`src/design/playfair_digraph_encryptor_macros.svh`:
```
// ---------------------------------------------------------------------------
// Playfair digraph encryptor assertion macros
// Immediate-cycle and next-cycle implication checks, empty in synthesis.
// ---------------------------------------------------------------------------
`ifndef PLAYFAIR_DIGRAPH_ENCRYPTOR_MACROS_SVH
`define PLAYFAIR_DIGRAPH_ENCRYPTOR_MACROS_SVH

`ifndef SYNTHESIS
`define PFD_ASSERT_NOW(label, clk, rst_n, ante, cons) \
  label: assert property (@(posedge clk) disable iff (!rst_n) (ante) |-> (cons)) \
    else $error("assertion failed");
`define PFD_ASSERT_NEXT(label, clk, rst_n, ante, cons) \
  label: assert property (@(posedge clk) disable iff (!rst_n) (ante) |=> (cons)) \
    else $error("assertion failed");
`else
`define PFD_ASSERT_NOW(label, clk, rst_n, ante, cons)
`define PFD_ASSERT_NEXT(label, clk, rst_n, ante, cons)
`endif

`endif

```
`src/design/pfd_pkg.sv`:
```
// ---------------------------------------------------------------------------
// Playfair digraph encryptor package
// Letter codes, command codes, sequencer states and square geometry helpers.
// ---------------------------------------------------------------------------
package pfd_pkg;

  localparam int unsigned SqSide     = 5;
  localparam int unsigned SqCells    = 25;
  localparam int unsigned NumLetters = 26;

  localparam logic [4:0] LetI       = 5'd8;
  localparam logic [4:0] LetJ       = 5'd9;
  localparam logic [4:0] LetX       = 5'd23;
  localparam logic [4:0] LastLetter = 5'd25;
  localparam logic [4:0] FullCount  = 5'd25;

  typedef enum logic [1:0] {
    CMD_KEY    = 2'd0,
    CMD_FINISH = 2'd1,
    CMD_TEXT   = 2'd2,
    CMD_END    = 2'd3
  } cmd_e;

  typedef enum logic [2:0] {
    ST_IDLE,
    ST_FILL,
    ST_POS_A,
    ST_POS_B,
    ST_KEY_A,
    ST_KEY_B,
    ST_PUT
  } state_e;

  function automatic logic [4:0] fold_j(input logic [4:0] l);
    return (l == LetJ) ? LetI : l;
  endfunction

  // Row of a square cell, by comparison against the row starts.
  function automatic logic [2:0] cell_row(input logic [4:0] p);
    logic [2:0] r;
    if (p >= 5'd20)      r = 3'd4;
    else if (p >= 5'd15) r = 3'd3;
    else if (p >= 5'd10) r = 3'd2;
    else if (p >= 5'd5)  r = 3'd1;
    else                 r = 3'd0;
    return r;
  endfunction

  function automatic logic [4:0] row_base(input logic [2:0] r);
    return {r, 2'b00} + {2'b00, r};
  endfunction

  function automatic logic [2:0] step_wrap(input logic [2:0] v);
    return (v == 3'd4) ? 3'd0 : v + 3'd1;
  endfunction

endpackage

```
`src/design/pfd_ram.sv`:
```
// ---------------------------------------------------------------------------
// Generic RAM
// One write port and one read port with registered read data.
// ---------------------------------------------------------------------------
module pfd_ram #(
  parameter int unsigned Width = 5,
  parameter int unsigned Depth = 25
) (
  input  logic                     clk_i,
  input  logic                     we_i,
  input  logic [$clog2(Depth)-1:0] waddr_i,
  input  logic [Width-1:0]         wdata_i,
  input  logic [$clog2(Depth)-1:0] raddr_i,
  output logic [Width-1:0]         rdata_o
);

  logic [Width-1:0] mem_q [Depth];

  always_ff @(posedge clk_i) begin
    if (we_i) begin
      mem_q[waddr_i] <= wdata_i;
    end
    rdata_o <= mem_q[raddr_i];
  end

endmodule

```
`src/design/pfd_rule.sv`:
```
// ---------------------------------------------------------------------------
// Playfair digraph rule unit
// Maps the square cells of two letters to the cells of their cipher letters.
// ---------------------------------------------------------------------------
module pfd_rule (
  input  logic [4:0] pos_a_i,
  input  logic [4:0] pos_b_i,
  output logic [4:0] cell_a_o,
  output logic [4:0] cell_b_o
);

  logic [2:0] ra, rb, ca, cb;
  logic [2:0] ra_n, rb_n, ca_n, cb_n;
  logic [4:0] ca_w, cb_w;

  always_comb begin
    ra   = pfd_pkg::cell_row(pos_a_i);
    rb   = pfd_pkg::cell_row(pos_b_i);
    ca_w = pos_a_i - pfd_pkg::row_base(ra);
    cb_w = pos_b_i - pfd_pkg::row_base(rb);
    ca   = ca_w[2:0];
    cb   = cb_w[2:0];
    ra_n = ra;
    rb_n = rb;
    ca_n = ca;
    cb_n = cb;
    // A pair in one cell (x with x) counts as the same row.
    if (ra == rb) begin
      ca_n = pfd_pkg::step_wrap(ca);
      cb_n = pfd_pkg::step_wrap(cb);
    end else if (ca == cb) begin
      ra_n = pfd_pkg::step_wrap(ra);
      rb_n = pfd_pkg::step_wrap(rb);
    end else begin
      ca_n = cb;
      cb_n = ca;
    end
    cell_a_o = pfd_pkg::row_base(ra_n) + {2'b00, ca_n};
    cell_b_o = pfd_pkg::row_base(rb_n) + {2'b00, cb_n};
  end

endmodule

```
`src/design/playfair_digraph_encryptor.sv`:
```
// ---------------------------------------------------------------------------
// Playfair digraph encryptor
// Builds a 5x5 key square from key letters and encrypts text digraphs.
// ---------------------------------------------------------------------------
//  Channel   Dir  Payload
//  s_axis    in   tuser[1:0] cmd, tdata[4:0] letter
//  m_axis    out  tdata[4:0] cipher_first, tdata[9:5] cipher_second
//
// Key letters and empty commands are handled in the idle state. The finish
// command walks the alphabet, one letter per cycle, through the square write
// port. A digraph passes through two reads of the position RAM and two reads
// of the key square RAM, each with registered read data, then the output
// register. An output register held full by the sink stalls the sequencer in
// its last step. Reset clears all control state; the RAMs need no clearing.
// ---------------------------------------------------------------------------
`include "playfair_digraph_encryptor_macros.svh"

module playfair_digraph_encryptor (
  input  logic        clk_i,
  input  logic        rst_ni,
  input  logic        s_axis_tvalid,
  output logic        s_axis_tready,
  input  logic [7:0]  s_axis_tdata,  // [4:0] letter
  input  logic [1:0]  s_axis_tuser,  // [1:0] cmd
  output logic        m_axis_tvalid,
  input  logic        m_axis_tready,
  output logic [15:0] m_axis_tdata   // [4:0] cipher_first, [9:5] cipher_second
);

  pfd_pkg::state_e state_q, state_d;

  logic [4:0]  fill_q, fill_d;
  logic [25:0] used_q, used_d;
  logic        done_q, done_d;
  logic [4:0]  pend_q, pend_d;
  logic        pend_v_q, pend_v_d;
  logic [4:0]  walk_q, walk_d;
  logic [4:0]  a_q, a_d, b_q, b_d;
  logic [4:0]  pa_q, cellb_q, first_q;
  logic        out_v_q, out_v_d;
  logic [4:0]  out_first_q, out_second_q;

  logic        accept;
  logic [1:0]  cmd;
  logic [4:0]  raw, text_l;
  logic        raw_ok;
  logic [4:0]  place_l;
  logic        place_try, place_en;
  logic [31:0] used_ext;
  logic [4:0]  pos_raddr, pos_rdata;
  logic [4:0]  key_raddr, key_rdata;
  logic [4:0]  cell_a, cell_b;
  logic        out_load;

  assign cmd    = s_axis_tuser;
  assign raw    = s_axis_tdata[4:0];
  assign raw_ok = (raw <= pfd_pkg::LastLetter);
  assign text_l = pfd_pkg::fold_j(raw);
  assign accept = s_axis_tvalid & s_axis_tready;

  // Next state.
  always_comb begin
    state_d = state_q;
    unique case (state_q)
      pfd_pkg::ST_IDLE: begin
        if (accept) begin
          if (cmd == pfd_pkg::CMD_FINISH && !done_q) begin
            state_d = pfd_pkg::ST_FILL;
          end else if (cmd == pfd_pkg::CMD_TEXT && done_q && raw_ok && pend_v_q) begin
            state_d = pfd_pkg::ST_POS_A;
          end else if (cmd == pfd_pkg::CMD_END && done_q && pend_v_q) begin
            state_d = pfd_pkg::ST_POS_A;
          end
        end
      end
      pfd_pkg::ST_FILL: begin
        if (walk_q == pfd_pkg::LastLetter) state_d = pfd_pkg::ST_IDLE;
      end
      pfd_pkg::ST_POS_A: state_d = pfd_pkg::ST_POS_B;
      pfd_pkg::ST_POS_B: state_d = pfd_pkg::ST_KEY_A;
      pfd_pkg::ST_KEY_A: state_d = pfd_pkg::ST_KEY_B;
      pfd_pkg::ST_KEY_B: state_d = pfd_pkg::ST_PUT;
      pfd_pkg::ST_PUT: begin
        if (out_load) state_d = pfd_pkg::ST_IDLE;
      end
      default: state_d = pfd_pkg::ST_IDLE;
    endcase
  end

  // Sequencer outputs.
  always_comb begin
    s_axis_tready = (state_q == pfd_pkg::ST_IDLE);
    out_load      = (state_q == pfd_pkg::ST_PUT) && (!out_v_q || m_axis_tready);
    pos_raddr     = (state_q == pfd_pkg::ST_POS_A) ? a_q : b_q;
    key_raddr     = (state_q == pfd_pkg::ST_KEY_A) ? cell_a : cellb_q;
    place_l       = (state_q == pfd_pkg::ST_FILL) ? walk_q : text_l;
    place_try     = ((state_q == pfd_pkg::ST_IDLE) && accept && cmd == pfd_pkg::CMD_KEY
                     && !done_q && raw_ok)
                  || ((state_q == pfd_pkg::ST_FILL) && walk_q != pfd_pkg::LetJ);
  end

  assign used_ext = {6'b0, used_q};
  assign place_en = place_try && (fill_q < pfd_pkg::FullCount) && !used_ext[place_l];

  // Square bookkeeping and the pending text letter.
  always_comb begin
    fill_d   = fill_q;
    used_d   = used_q;
    done_d   = done_q;
    pend_d   = pend_q;
    pend_v_d = pend_v_q;
    walk_d   = walk_q;
    a_d      = a_q;
    b_d      = b_q;
    if (place_en) begin
      fill_d = fill_q + 5'd1;
      used_d = used_q | 26'(32'd1 << place_l);
    end
    if (state_q == pfd_pkg::ST_FILL) begin
      walk_d = walk_q + 5'd1;
      if (walk_q == pfd_pkg::LastLetter) done_d = 1'b1;
    end
    if (state_q == pfd_pkg::ST_IDLE && accept) begin
      case (cmd)
        pfd_pkg::CMD_FINISH: walk_d = 5'd0;
        pfd_pkg::CMD_TEXT: begin
          if (done_q && raw_ok) begin
            if (!pend_v_q) begin
              pend_d   = text_l;
              pend_v_d = 1'b1;
            end else begin
              a_d = pend_q;
              // A doubled letter pairs with x and stays pending.
              if (text_l == pend_q) begin
                b_d = pfd_pkg::LetX;
              end else begin
                b_d      = text_l;
                pend_d   = 5'd0;
                pend_v_d = 1'b0;
              end
            end
          end
        end
        pfd_pkg::CMD_END: begin
          if (done_q && pend_v_q) begin
            a_d      = pend_q;
            b_d      = pfd_pkg::LetX;
            pend_d   = 5'd0;
            pend_v_d = 1'b0;
          end
        end
        default: ;
      endcase
    end
  end

  always_comb begin
    out_v_d = out_v_q;
    if (out_load)           out_v_d = 1'b1;
    else if (m_axis_tready) out_v_d = 1'b0;
  end

  always_ff @(posedge clk_i or negedge rst_ni) begin
    if (!rst_ni) begin
      state_q  <= pfd_pkg::ST_IDLE;
      fill_q   <= 5'd0;
      used_q   <= 26'd0;
      done_q   <= 1'b0;
      pend_q   <= 5'd0;
      pend_v_q <= 1'b0;
      walk_q   <= 5'd0;
      out_v_q  <= 1'b0;
    end else begin
      state_q  <= state_d;
      fill_q   <= fill_d;
      used_q   <= used_d;
      done_q   <= done_d;
      pend_q   <= pend_d;
      pend_v_q <= pend_v_d;
      walk_q   <= walk_d;
      out_v_q  <= out_v_d;
    end
  end

  always_ff @(posedge clk_i) begin
    a_q <= a_d;
    b_q <= b_d;
    if (state_q == pfd_pkg::ST_POS_B) pa_q <= pos_rdata;
    if (state_q == pfd_pkg::ST_KEY_A) cellb_q <= cell_b;
    if (state_q == pfd_pkg::ST_KEY_B) first_q <= key_rdata;
    if (out_load) begin
      out_first_q  <= first_q;
      out_second_q <= key_rdata;
    end
  end

  // Square index of each placed letter.
  pfd_ram #(
    .Width(5),
    .Depth(pfd_pkg::NumLetters)
  ) u_pos_ram (
    .clk_i  (clk_i),
    .we_i   (place_en),
    .waddr_i(place_l),
    .wdata_i(fill_q),
    .raddr_i(pos_raddr),
    .rdata_o(pos_rdata)
  );

  // Key square in row-major order.
  pfd_ram #(
    .Width(5),
    .Depth(pfd_pkg::SqCells)
  ) u_key_ram (
    .clk_i  (clk_i),
    .we_i   (place_en),
    .waddr_i(fill_q),
    .wdata_i(place_l),
    .raddr_i(key_raddr),
    .rdata_o(key_rdata)
  );

  pfd_rule u_rule (
    .pos_a_i (pa_q),
    .pos_b_i (pos_rdata),
    .cell_a_o(cell_a),
    .cell_b_o(cell_b)
  );

  assign m_axis_tvalid = out_v_q;
  assign m_axis_tdata  = {6'b0, out_second_q, out_first_q};

  `PFD_ASSERT_NOW(a_done_full, clk_i, rst_ni, done_q, fill_q == pfd_pkg::FullCount)
  `PFD_ASSERT_NOW(a_pend_after_done, clk_i, rst_ni, pend_v_q, done_q)
  `PFD_ASSERT_NOW(a_fill_bound, clk_i, rst_ni, 1'b1, fill_q <= pfd_pkg::FullCount)
  `PFD_ASSERT_NEXT(a_put_shows, clk_i, rst_ni, out_load, m_axis_tvalid)

endmodule
```
`config.mk`:
```
export PLATFORM = sky130hd
export DESIGN_NAME = playfair_digraph_encryptor
export DESIGN_NICKNAME = d
export VERILOG_FILES = /design/src/design/pfd_pkg.sv /design/src/design/pfd_ram.sv /design/src/design/pfd_rule.sv /design/src/design/playfair_digraph_encryptor.sv
export VERILOG_INCLUDE_DIRS = /design/src /design/src/design
export SDC_FILE = /design/constraint.sdc
export NUM_CORES = 1
export LEC_CHECK = 0
export ABC_AREA = 1
export BUFFER_PORTS_ARGS = -buffer_cell sky130_fd_sc_hd__buf_2
export CAP_MARGIN = 5
export CORE_MARGIN = 1
export CORE_UTILIZATION = 40
export CTS_BUF_LIST = sky130_fd_sc_hd__clkbuf_8
export DETAILED_ROUTE_END_ITERATION = 6
export HOLD_SLACK_MARGIN = 0.1
export PLACE_DENSITY = 0.53
export SLEW_MARGIN = 5
export SYNTH_ARGS = -nofsm -noshare
export SYNTH_HDL_FRONTEND = slang
export SYNTH_SLANG_ARGS = --single-unit
```
`constraint.sdc`:
```
create_clock -name clk_i -period 11.4 [get_ports clk_i]
set_input_delay 1.71 -clock clk_i [delete_from_list [all_inputs] [get_ports clk_i]]
set_output_delay 1.71 -clock clk_i [all_outputs]
set_load 0.05 [all_outputs]
```
# Yosys cells after proc, flatten, opt, wreduce, memory -nomap -nowiden
# Memories as Yosys holds them, arrays and structs flattened. A register that Yosys moved wholly into a read port is not among the register bits.
# Cells that the tools add are included.
dict set report classes {
  addsub 14
  n_mul 0
  n_div 0
  magnitude_cmp 11
  n_eq_ne 27
  n_shift 1
  muxes 59
  bitwise 2
  n_reduce_logical 30
}
# operator n
set ops {}
lappend ops {{5-bit two-way mux} 18}
lappend ops {{3-bit two-way mux} 24}
lappend ops {{5-bit one-hot mux with 2 select lines} 3}
lappend ops {{26-bit OR} 1}
lappend ops {{1-bit by 5-bit left shift with 26-bit output (first input constant)} 1}
lappend ops {{3-bit == test (second input constant)} 7}
lappend ops {{3-bit one-hot mux with 7 select lines} 1}
lappend ops {{5-bit by 3-bit adder with 5-bit output} 4}
lappend ops {{5-bit by 4-bit >= comparator with 1-bit output (second input constant)} 4}
lappend ops {{1-bit logical AND} 16}
lappend ops {{3-bit by 1-bit adder with 3-bit output (second input constant)} 4}
lappend ops {{1-bit two-way mux} 11}
lappend ops {{5-bit by 1-bit adder with 5-bit output (second input constant)} 2}
lappend ops {{5-bit by 3-bit >= comparator with 1-bit output (second input constant)} 2}
lappend ops {{5-bit >= comparator (second input constant)} 2}
lappend ops {{5-bit AND reduction} 2}
lappend ops {{4-bit AND reduction} 2}
lappend ops {{3-bit adder} 2}
lappend ops {{3-bit by 2-bit == test with 1-bit output (second input constant)} 2}
lappend ops {{3-bit == test} 2}
lappend ops {{5-bit by 6-bit less-than comparator with 1-bit output (second input constant)} 1}
lappend ops {{2-bit by 1-bit != test with 1-bit output (second input constant)} 3}
lappend ops {{2-bit != test (second input constant)} 3}
lappend ops {{3-bit subtractor} 2}
lappend ops {{20 further kinds} 25}
dict set report totals {
  ff_bits 82
  latchBits 0
  mem_bits_rw 255
  romBits 0
  out_inout_bits 18
  wordCells 161
  mem_count 2
}
# name words width read_ports rd_clocked_by_memory_dff wr line
set mem_list {}
lappend mem_list {u_pos_ram.mem_q 26 5 1 1 1 pfd_ram.sv:17} ;# logic [Width-1:0] mem_q [Depth];
lappend mem_list {u_key_ram.mem_q 25 5 1 1 1 pfd_ram.sv:17}

# Longest topological paths before layout
dict set report depth {
  word_depth 13
  depth_mapped 33
  mapped_depth_nobuf 32
}

# Hierarchy
# A second synthesis with hierarchy kept.
dict set report unflattened {
  hier_cells 1699
  hier_area_um2 16544.6
}
# module n_inst cells_per_inst area_each_um2 seq_area_each_um2
set by_module_without_submodules {}
lappend by_module_without_submodules {{pfd_ram (u_pos_ram)} 1 516 5662.9 4003.8}
lappend by_module_without_submodules {{pfd_ram (u_key_ram)} 1 528 5556.6 3853.7}
lappend by_module_without_submodules {playfair_digraph_encryptor 1 484 4229.1 2227.1}
lappend by_module_without_submodules {pfd_rule 1 171 1096.1 0.0}

# Least setup slack after synthesis
# OpenSTA, ideal clock, no wires.
dict set report synth_timing {
  kind {register to register}
  startpoint {reg pa_q[2]}
  endpoint {reg u_key_ram.rdata_o[0] (read register of u_key_ram.mem_q)}
  arrival_time_ns 5.043
  t_required_ns 11.288
  setup_slack_ns 6.245
  path_stages_with_launch 24
  cell_sequence {edfxtp_1 -> o21ai_1 -> inv_1 -> a21oi_1 -> ha_1 -> ha_1 -> or2_2 -> fa_1 -> xnor2_1 -> nand2_1 -> nand2_1 -> nand2_1 -> nand2_1 -> nand3_2 -> o21ai_0 -> fa_1 -> fa_1 -> o21ai_1 -> inv_1 -> clkbuf_1 -> o211ai_1 -> o21ai_1 -> nand2_1 -> nand2_1}
}
dict set report synth_between {
  elab_chain_len 13
  elab_cells_between_ends 25
  cone_classes {6 x add/sub; 4 x order compare; 4 x eq/ne; 11 x mux}
}
# element line
set synth_rtl {}
lappend synth_rtl {{from (decl)} playfair_digraph_encryptor.sv:39} ;# logic [4:0] pa_q, cellb_q, first_q;
lappend synth_rtl {{from (signal assigned)} playfair_digraph_encryptor.sv:188} ;# if (state_q == pfd_pkg::ST_POS_B) pa_q <= pos_rdata;
lappend synth_rtl {{5-bit by 3-bit >= comparator with 1-bit output} pfd_pkg.sv:44} ;# else if (p >= 5'd5) r = 3'd1;
lappend synth_rtl {{1-bit two-way mux} pfd_pkg.sv:44}
lappend synth_rtl {{3-bit two-way mux} pfd_pkg.sv:43} ;# else if (p >= 5'd10) r = 3'd2;
lappend synth_rtl {{3-bit two-way mux} pfd_pkg.sv:42} ;# else if (p >= 5'd15) r = 3'd3;
lappend synth_rtl {{3-bit two-way mux} pfd_pkg.sv:41} ;# if (p >= 5'd20) r = 3'd4;
lappend synth_rtl {{3-bit adder} pfd_pkg.sv:50} ;# return {r, 2'b00} + {2'b00, r};
lappend synth_rtl {{3-bit subtractor} pfd_rule.sv:19} ;# ca_w = pos_a_i - pfd_pkg::row_base(ra);
lappend synth_rtl {{3-bit == test} pfd_rule.sv:31} ;# end else if (ca == cb) begin
lappend synth_rtl {{3-bit two-way mux} pfd_rule.sv:31}
lappend synth_rtl {{3-bit two-way mux} pfd_rule.sv:28} ;# if (ra == rb) begin
lappend synth_rtl {{5-bit by 3-bit adder with 5-bit output} pfd_pkg.sv:50}
lappend synth_rtl {{5-bit by 3-bit adder with 5-bit output (*)} pfd_rule.sv:38} ;# cell_a_o = pfd_pkg::row_base(ra_n) + {2'b00, ca_n};
lappend synth_rtl {{5-bit two-way mux (*)} playfair_digraph_encryptor.sv:95} ;# key_raddr = (state_q == pfd_pkg::ST_KEY_A) ? cell_a : cellb_q;
lappend synth_rtl {{to (decl)} pfd_ram.sv:14} ;# output logic [Width-1:0] rdata_o
# Every way passes the cells marked *; elsewhere a longest branch is shown, timed or not.
# A chain may end at the register's enable or synchronous reset.

# Worst setup path in the final report
# Ends and elaborated chain as after synthesis.

==> reports/qor.yml <==
finish:
  diodes: 0
  top_regs: "u_pos_ram.mem_q (130), u_key_ram.mem_q (125), used_q (26)"
  drive_above_1_share_pct: 10.2
  nNetsFinal: 1495
  multi_input_area_um2: 4640
  nFillCells: 3630
  regMostFlops: "u_pos_ram.mem_q"
  largest_reg_flops: 130
  area_delta_synth_final_pct: 11.4
  ff_latch_area_um2: 10100
routing:
  via_per_inst: 5.14
  wirelength_um: 35700
  antenna_left: 0
  drt_iter0_drc: 630
  wl_per_cell_um: 17.8
  drc: 0
  firstDrtPassIters: 7
  vias: 10300
die:
  rows: 71
  die_w_um: 198
  die-area_um2: 39400
  ioPinCount: 32
  die_height_um: 198
  core_um2: 37800
  initial_utilization_pct: 40.8
yosys:
  synth_cells: 1409
  ys.flop_type: "edfxtp_1"
  syn-cell-area_um2: 15400
  yosysUniqueCellTypes: 48
  yosys_warnings: 0
  syn_avg_cell_area_um2: 11.0
  ys_ff_latch: 347
  async_flop_share_pct: 13.5
  synth_edf_count: 290
  netlist.top_cell.by_area: "edfxtp_1"
  seq_area_frac_synth_pct: 65.4
  yosys-top-cells-area: "edfxtp_1 (56%), dfrtp_1 (7.6%), o21ai_0 (5.8%)"
  synth_top_area_share_pct: 56.4
placed_design:
  gp_congestion: 0.809
  dp_hpwl_um: 22300
  port_buffers: 22
clock_network:
  htree_levels: 2
  cts_made_buffers: 58
  root_buffer: "clkbuf_8"
  post_cts_buffers: 0
  cts.sinks: 347
  postCtsHoldBufs: 0
  tritoncts: "built"
  post_cts_resize_count: 0
  clk_pin_slew_ns: 0.07
  clock_path_buffers: 3
  insertion_delay_ns: 0.65
worst_hold_path:
  min_to: "out_first_q[4]"
  worstHoldStart: "first_q[4]"
  hold_path_depth: 0
  min_path_type: "flop to flop"
power:
  leakage_nw: 6.30
  power_w: 0.00506
  power_density_nw_per_um2: 294
  vdd.ir_drop.worst_mv: 0.171
setup_path:
  endpoint_kind: "flop"
  start_kind: "flop"
  r2r-end: "u_key_ram.rdata_o[0]"
  cpPeakStageDelay_ns: 0.52
  slowest_stage: "inv_1"
  required_ns: 11.94
  rrSetupSlack_ns: 4.86
  worst-path-max-fanout: 22
  cpMostUsedCell: "nand2_1"
  r2r-start: "pa_q[2]"
  critPathKind: "flop to flop"
  worst_r2r_path_depth: 26
  arrival_ns: 7.08
sta:
  worst_slew_pin_slew_ns: 1.19
  final_max_slew_viol_count: 0
  skew_ns: 0.0442
  fmax_mhz: 153
  fin_crit_ns: 6.54
  min_period_over_period_pct: 57.4
  hold_violations: 0
  rsz0062_at_grt: "false"
  finalSetupTns_ns: 0
  maxSlewHeadroom_pct: 20.9
  setup-violations-final: 0
status:
  status: "complete, no violations"
global_routing:
  grtUsageTotal_pct: 18.8
  grt_pass1_wl_um: 55900
  grt_max_degree: 67
  grt_antenna_before_repair: 0
  overflow: 0
  grt_pass1_vias: 10100
job:
  cap_viol_max_count: 0
[kinds of logic after synthesis]
| logic type | after synthesis | share of synthesized area (%) |
|---|---|---|
| xor gates and xnor gates | 14 | 0.795 |
| DFF | 347 | 65.4 |
| muxes | 1 | 0.0649 |
| other | 1 | 0.0243 |
| buffers and inverters | 177 | 4.76 |
| and+or+nand+nor | 515 | 13.9 |
| adders and majority gates | 34 | 3.05 |
| AOI/OAI and AO/OA | 320 | 12.1 |
[Yosys cell counts (all sizes together), types with 5 or more instances]
cell and n:
o21ai 205, nand2 194, dfrtp 47, xor2 9, or2 6, buf 26, o221ai 23, o211ai 15
xnor2 5, edfxtp 290, fa 6, inv 115, a21oi 15, clkbuf 34, nor2 241, o22ai 34
nand3 62, dfxtp 10, ha 28, nor3 5, o21bai 18
[per-layer routing]
| metal | track usage [%] | wire length (um) |
|---|---|---|
| met1 | 25.0 | 16300 |
| met2 | 30.7 | 17000 |
| met3 | 2.93 | 1450 |
| met4 | 7.61 | 967 |
| met5 | 0 | 0 |
[power by group]
| part | leakage (nW) | internal, W | total [W] | switching [W] |
|---|---|---|---|---|
| registers | 3.19 | 0.00163 | 0.00173 | 0.000102 |
| clock network | 0.660 | 0.000617 | 0.00112 | 0.000507 |
| logic | 2.45 | 0.000670 | 0.00220 | 0.00153 |
[layout by cell type (no fill, tap or decap), drive strengths merged, types with 6 or more instances in the layout]
| cell | synthesis | routed |
|---|---|---|
| nand3 | 62 | 62 |
| nor2 | 241 | 241 |
| clkbuf | 34 | 62 |
| inv | 115 | 130 |
| o21bai | 18 | 18 |
| xor2 | 9 | 9 |
| nand2 | 194 | 194 |
| o22ai | 34 | 34 |
| edfxtp | 290 | 290 |
| dfxtp | 10 | 10 |
| clkinv | 2 | 27 |
| conb | 1 | 6 |
| a21oi | 15 | 15 |
| o221ai | 23 | 23 |
| o211ai | 15 | 15 |
| or2 | 6 | 6 |
| fa | 6 | 6 |
| o21ai | 205 | 205 |
| dfrtp | 47 | 47 |
| buf | 26 | 33 |
| ha | 28 | 28 |
[cell type report]
| type | count | area share [%] |
|---|---|---|
| Multi-Input combinational cell | 890 | 27.0 |
| Sequential cell | 347 | 58.7 |
| Timing Repair Buffer | 33 | 1.12 |
| Clock buffer | 62 | 4.96 |
| Clock inverter | 47 | 1.95 |
| Inverter | 117 | 2.58 |
| Tap cell | 511 | 3.72 |
[worst max-delay path by stage]
| stage | start | to | slack [ns] | depth (start not counted) |
|---|---|---|---|---|
| 2_1_floorplan | pa_q[2] | u_key_ram.rdata_o[0] | 6.25 | 23 |
| 3_3_place_gp | pa_q[2] | u_key_ram.rdata_o[0] | 4.93 | 22 |
| 3_5_place_dp | pa_q[2] | u_key_ram.rdata_o[0] | 4.80 | 26 |
| 4_1_cts | pa_q[2] | u_key_ram.rdata_o[0] | 4.79 | 26 |
| 5_1_grt | pa_q[2] | u_key_ram.rdata_o[0] | 4.22 | 27 |
| 6_report | pa_q[2] | u_key_ram.rdata_o[0] | 4.86 | 26 |
[critical path: cells and delay by family (launching register included)]
kind / cells / cell delay [ns]
fa+ha+maj: 6 / 1.80
compound gates: 6 / 2.08
buf+inv: 5 / 0.92
flops: 1 / 0.46
simple gates: 8 / 0.98
xor+xnor: 1 / 0.19
[metrics by stage]
stage / std cells / instance area (um2) / util, % / hold slack [ns] / setup slack (ns)
floorplan: 1414 / 15400 / - / 0.400 / 6.25
global placement: 1898 / 16000 / 42.3 / 0.404 / 4.93
detailed placement: 1898 / 16000 / 42.3 / 0.405 / 4.80
CTS: 2007 / 17200 / 45.4 / 0.420 / 4.79
global route: 2007 / 17200 / 45.4 / 0.431 / 4.22
finish: 2007 / 17200 / 45.4 / 0.418 / 4.86
No activity file was read; power rests on OpenSTA's default activity.
